**src/rtl/core/ezr_pkg.sv**
```systemverilog
// Package for the ZYX Euler-to-rotation-matrix block: payload types,
// CORDIC constants and the arctangent table. No dependencies.
`default_nettype none
package ezr_pkg;
  localparam int ANGLE_BITS   = 16;
  localparam int ENTRY_BITS   = 16;
  localparam int CORDIC_STEPS = 16;
  localparam int TABLE_LEN    = 30;
  localparam int WORK_FRAC    = 30;
  localparam int WW           = 34;

  localparam logic signed [WW-1:0] GAIN_Q30    = 34'sh026DD3B6A;
  localparam logic signed [WW-1:0] HALF_PI_Q30 = 34'sh06487ED51;
  localparam logic signed [WW-1:0] PI_Q30      = 34'sh0C90FDAA2;

  typedef struct packed {
    logic signed [ANGLE_BITS-1:0] yaw_angle;
    logic signed [ANGLE_BITS-1:0] pitch_angle;
    logic signed [ANGLE_BITS-1:0] roll_angle;
  } in_word_t;

  typedef struct packed {
    logic signed [ENTRY_BITS-1:0] row1_col1;
    logic signed [ENTRY_BITS-1:0] row1_col2;
    logic signed [ENTRY_BITS-1:0] row1_col3;
    logic signed [ENTRY_BITS-1:0] row2_col1;
    logic signed [ENTRY_BITS-1:0] row2_col2;
    logic signed [ENTRY_BITS-1:0] row2_col3;
    logic signed [ENTRY_BITS-1:0] row3_col1;
    logic signed [ENTRY_BITS-1:0] row3_col2;
    logic signed [ENTRY_BITS-1:0] row3_col3;
  } out_word_t;

  // CORDIC state for one angle as it moves down the cell row
  typedef struct packed {
    logic signed [WW-1:0] x;
    logic signed [WW-1:0] y;
    logic signed [WW-1:0] z;
    logic                 cneg;
  } rot_t;

  function automatic logic signed [WW-1:0] atan_q30(input int i);
    logic signed [WW-1:0] t;
    case (i)
      0: t = 34'sh03243F6A8;  1: t = 34'sh01DAC6705;  2: t = 34'sh00FADBAFC;
      3: t = 34'sh007F56EA6;  4: t = 34'sh003FEAB76;  5: t = 34'sh001FFD55B;
      6: t = 34'sh000FFFAAA;  7: t = 34'sh0007FFF55;  8: t = 34'sh0003FFFEA;
      9: t = 34'sh0001FFFFD; 10: t = 34'sh0000FFFFF; 11: t = 34'sh00007FFFF;
      12: t = 34'sh00003FFFF; 13: t = 34'sh00001FFFF; 14: t = 34'sh00000FFFF;
      15: t = 34'sh000007FFF; 16: t = 34'sh000003FFF; 17: t = 34'sh000001FFF;
      18: t = 34'sh000000FFF; 19: t = 34'sh0000007FF; 20: t = 34'sh0000003FF;
      21: t = 34'sh0000001FF; 22: t = 34'sh0000000FF; 23: t = 34'sh00000007F;
      24: t = 34'sh00000003F; 25: t = 34'sh00000001F; 26: t = 34'sh00000000F;
      27: t = 34'sh000000008; 28: t = 34'sh000000004; 29: t = 34'sh000000002;
      default: t = '0;
    endcase
    return t;
  endfunction
endpackage
`default_nettype wire

```
**src/rtl/core/ezr_cell.sv**
```systemverilog
// One CORDIC micro-rotation cell for three angles at once, registered.
// Depends on ezr_pkg.
`default_nettype none
module ezr_cell #(
  parameter int STEP = 0
) (
  input  wire logic          clk,
  input  wire logic          en,
  input  wire ezr_pkg::rot_t yi,
  input  wire ezr_pkg::rot_t pi_,
  input  wire ezr_pkg::rot_t ri,
  output ezr_pkg::rot_t      yo,
  output ezr_pkg::rot_t      po,
  output ezr_pkg::rot_t      ro
);
  function automatic ezr_pkg::rot_t turn(input ezr_pkg::rot_t a);
    ezr_pkg::rot_t b;
    logic signed [ezr_pkg::WW-1:0] dx, dy, t;
    dx = a.y >>> STEP;
    dy = a.x >>> STEP;
    t  = ezr_pkg::atan_q30(STEP);
    b  = a;
    if (!a.z[ezr_pkg::WW-1]) begin
      b.x = a.x - dx; b.y = a.y + dy; b.z = a.z - t;
    end else begin
      b.x = a.x + dx; b.y = a.y - dy; b.z = a.z + t;
    end
    return b;
  endfunction

  always_ff @(posedge clk) begin
    if (en) begin
      yo <= turn(yi);
      po <= turn(pi_);
      ro <= turn(ri);
    end
  end
endmodule
`default_nettype wire

```
**config.mk**
```make
export PLATFORM = sky130hd
export DESIGN_NAME = ezr_cell
export DESIGN_NICKNAME = d
export VERILOG_FILES = /design/src/rtl/core/ezr_pkg.sv /design/src/rtl/core/ezr_cell.sv
export SDC_FILE = /design/constraint.sdc
export NUM_CORES = 1
export LEC_CHECK = 0
export BUFFER_PORTS_ARGS = -buffer_cell sky130_fd_sc_hd__clkbuf_2
export CORE_MARGIN = 5
export CORE_UTILIZATION = 40
export CTS_BUF_LIST = sky130_fd_sc_hd__clkbuf_4 sky130_fd_sc_hd__clkbuf_8
export CTS_CLUSTER_SIZE = 24
export DETAILED_ROUTE_END_ITERATION = 16
export HOLD_SLACK_MARGIN = 0.05
export PLACE_DENSITY_LB_ADDON = 0.05
export SYNTH_ARGS = -nofsm -noshare
export SYNTH_HDL_FRONTEND = slang
export SYNTH_SLANG_ARGS = --single-unit
```
**constraint.sdc**
```tcl
create_clock -name clk -period 4.6 [get_ports clk]
set_input_delay 0.46 -clock clk [delete_from_list [all_inputs] [get_ports clk]]
set_output_delay 0.46 -clock clk [all_outputs]
set_load 0.03 [all_outputs]
```
==> metrics.txt <==
status=complete, no violations; cells along the critical path=dlygate4sd3_1 -> clkbuf_2 -> fa_1 -> a21o_1 -> a21oi_1 -> o21bai_1 -> a21oi_1 -> o31ai_1 -> a211oi_1 -> o21ai_0 -> or4_1 -> nand4_1; I/O pins=620; H-tree Lvls=2; TNS Setup=0 ns; routed vias=29.76k; largest net degree at the start of global routing=90; power density cells=329.3 mW/mm^2; first-pass GRT wire length=171.1 mm; CTS Buf Count=61; WHS Path Cells=2; vias in the first global route=28.91k; remaining global-route overflow=0; kind of critical path=primary input to flip-flop; Die Height=288.4 um; wire length per cell=21.70 um; Achievable Freq=0.2905 GHz; Starting DRT DRC Count=2139; CP Launch Type=primary input; unrepaired setup endpoints after global routing=no; Yosys warnings=0; static leakage=16.51 nW; final hold viol count=0; Via density=5.589; core area=0.07721 sq mm; async set-reset flop share out of synthesis=0%; adder-cell share of the synthesized area=16.28%; GRT Total Usage=26.15%; hold path startpoint=ri[5]; Filler cells=7894; Yosys cell types=88; commonest cells after routing, fill and taps aside=clkbuf_2, a21oi_1, ha_1; xor/xnor share of the synthesized area=7.376%; Worst Path Max Fanout=4; initial antenna violation count=22; Die ar.=0.08315 sq mm; hold crit path type=primary input to flip-flop; Detailed Route WL=115.5 mm; # Max-Cap Violations=0; Max Root-Sink Buffers=3; syn_area_per_cell=8.512 sq um; Core Rows=102; commonest non-fill, non-tap cell in the layout=clkbuf_2; Die X=288.4 um; Layout area overhead=18.09%; DRT Pass-1 Iters=6; hold slack=0.1057 ns; # hold bufs at CTS=16; NumNets Final=4928; Post-Syn Area=0.03099 sq mm; Tcrit/Tclk final=74.82%; final antenna-violating net count=0; worst vdd ir=0.2158 mV; sequential share of the synthesized area=29.65%; post-CTS setup buffer count=0; critical path required time=5.19 ns; Worst Hold Path EP=ro[5]; TritonCTS clock tree=yes; Synth Flop Type=edfxtp_1; crit path DAT=4.03 ns; Slew HR=29.44%; CTS Sinks=306; Slew Limit Fails=0; largest stage delay on the critical path=0.55 ns; Syn Nets=4348; Seq cells post-synth=306; Starting Density=40.14%; slowest library cell on the worst path=dlygate4sd3_1; Clk pin slew, worst setup/hold paths=0.06 ns; GPL Wtd Cong=0.9521; CP dominant cell by count=a21oi_1; Slew @ Worst Pin=1.058 ns; crit end category=flip-flop; Root Driver=clkbuf_8; Post-DP HPWL=92.69 mm; DRC violation count after routing=0; fin crit period=3.442 ns; cell count after synthesis=3641; share of layout cells above drive strength 1=18.52%; multiplexer share of the synthesized area=1.623%; number of synthesized flops with an enable pin=306; IO Port Bufs=619; Final Setup Violations=0; largest family of logic cells by synthesized area=compound AO/OA/AOI/OAI gates; PostCTS Resize Cnt=0; post-synthesis compound-gate area fraction=25.91%; Simple-Gate Fraction of Synth Area=13.01%
-- cells by family after synthesis --
logic type	after synthesis
buffers and inverters	497
multiplexers	50
AND/OR/NAND/NOR	853
AO/OA/AOI/OAI	1278
XOR/XNOR	261
flip-flops	306
adder cells (fa/ha/maj)	396
-- stage by stage --
stage                     setup slack (ns)  cells  instance area, sq um  util (%)  total power [mW]
final                                1.158   5325                 36600     47.40             12.05
after global routing                 1.064   5321                 36590     47.39             12.71
after CTS                            1.230   5311                 36570     47.36             12.16
after detailed placement            0.8426   5182                 35060     45.41             8.876
after global placement              0.8669   5182                 35060     45.41             8.900
after floorplan                     0.5316   3641                 30990         -             7.224
-- cells in the mapped netlist (32+ instances only) --
library cell / n / area share (%)
o31ai_1: 39 / 0.94
xnor2_1: 209 / 5.9
a211oi_1: 41 / 0.99
inv_1: 340 / 4.1
o21a_1: 33 / 0.80
o21bai_1: 82 / 2.0
mux2i_1: 48 / 1.6
clkbuf_1: 101 / 1.2
nand3_1: 49 / 0.79
edfxtp_1: 306 / 30
ha_1: 384 / 16
nor4_1: 32 / 0.65
nor3_1: 75 / 1.2
nand4_1: 35 / 0.71
nand2_1: 179 / 2.2
xor2_1: 52 / 1.5
nand2b_1: 41 / 0.83
o211ai_1: 40 / 0.97
a21o_1: 107 / 2.6
nor2_1: 306 / 3.7
o21ai_0: 229 / 3.7
a31oi_1: 38 / 0.77
a21oi_1: 492 / 7.9
-- registers in the layout, indices dropped and copies added, names as in the netlist --
| register | flops |
|---|---|
| yo | 102 |
| po | 102 |
| ro | 102 |
-- worst max-delay path by stage --
stage	to	start
floorplan	ro[33]	ri[34]
detailed placement	ro[64]	ri[43]
finish	ro[28]	ri[4]
CTS	ro[28]	ri[4]
global route	ro[28]	ri[4]
global placement	ro[64]	ri[43]
-- worst max-delay path: cells and delay by family --
kind | cells | cell delay, ns
compound gates | 7 | 1.85
fa+ha+maj | 1 | 0.46
buf+inv | 2 | 0.71
simple gates | 2 | 0.56
-- per-layer routing --
| metal | vias to the layer above | part of all wire (%) | track usage [%] |
|---|---|---|---|
| met5 | - | 0.099 | 0 |
| met4 | 18 | 2.9 | 7.827 |
| met3 | 193 | 7.5 | 6.093 |
| met2 | 1031 | 47 | 43.41 |
| met1 | 14120 | 43 | 34.01 |
| li1 | 14400 | - | - |
-- final cells by class --
type / instances / area [sq um] / area share [%]
Antenna cell: 14 / 35.03 / 0.09572
Clock buffer: 70 / 907.1 / 2.478
Clock inverter: 43 / 432.9 / 1.183
Inverter: 355 / 1334 / 3.644
Multi-Input combinational cell: 2838 / 19900 / 54.36
Sequential cell: 306 / 9189 / 25.11
Tap cell: 1040 / 1301 / 3.555
Timing Repair Buffer: 659 / 3506 / 9.579
-- power breakdown --
part	internal (mW)	switching, mW
Combinational	1.61	3.38
Sequential	3.70	0.177
Clock	1.78	1.40
Total	7.09	4.96
(Power assumes the default switching activity.)
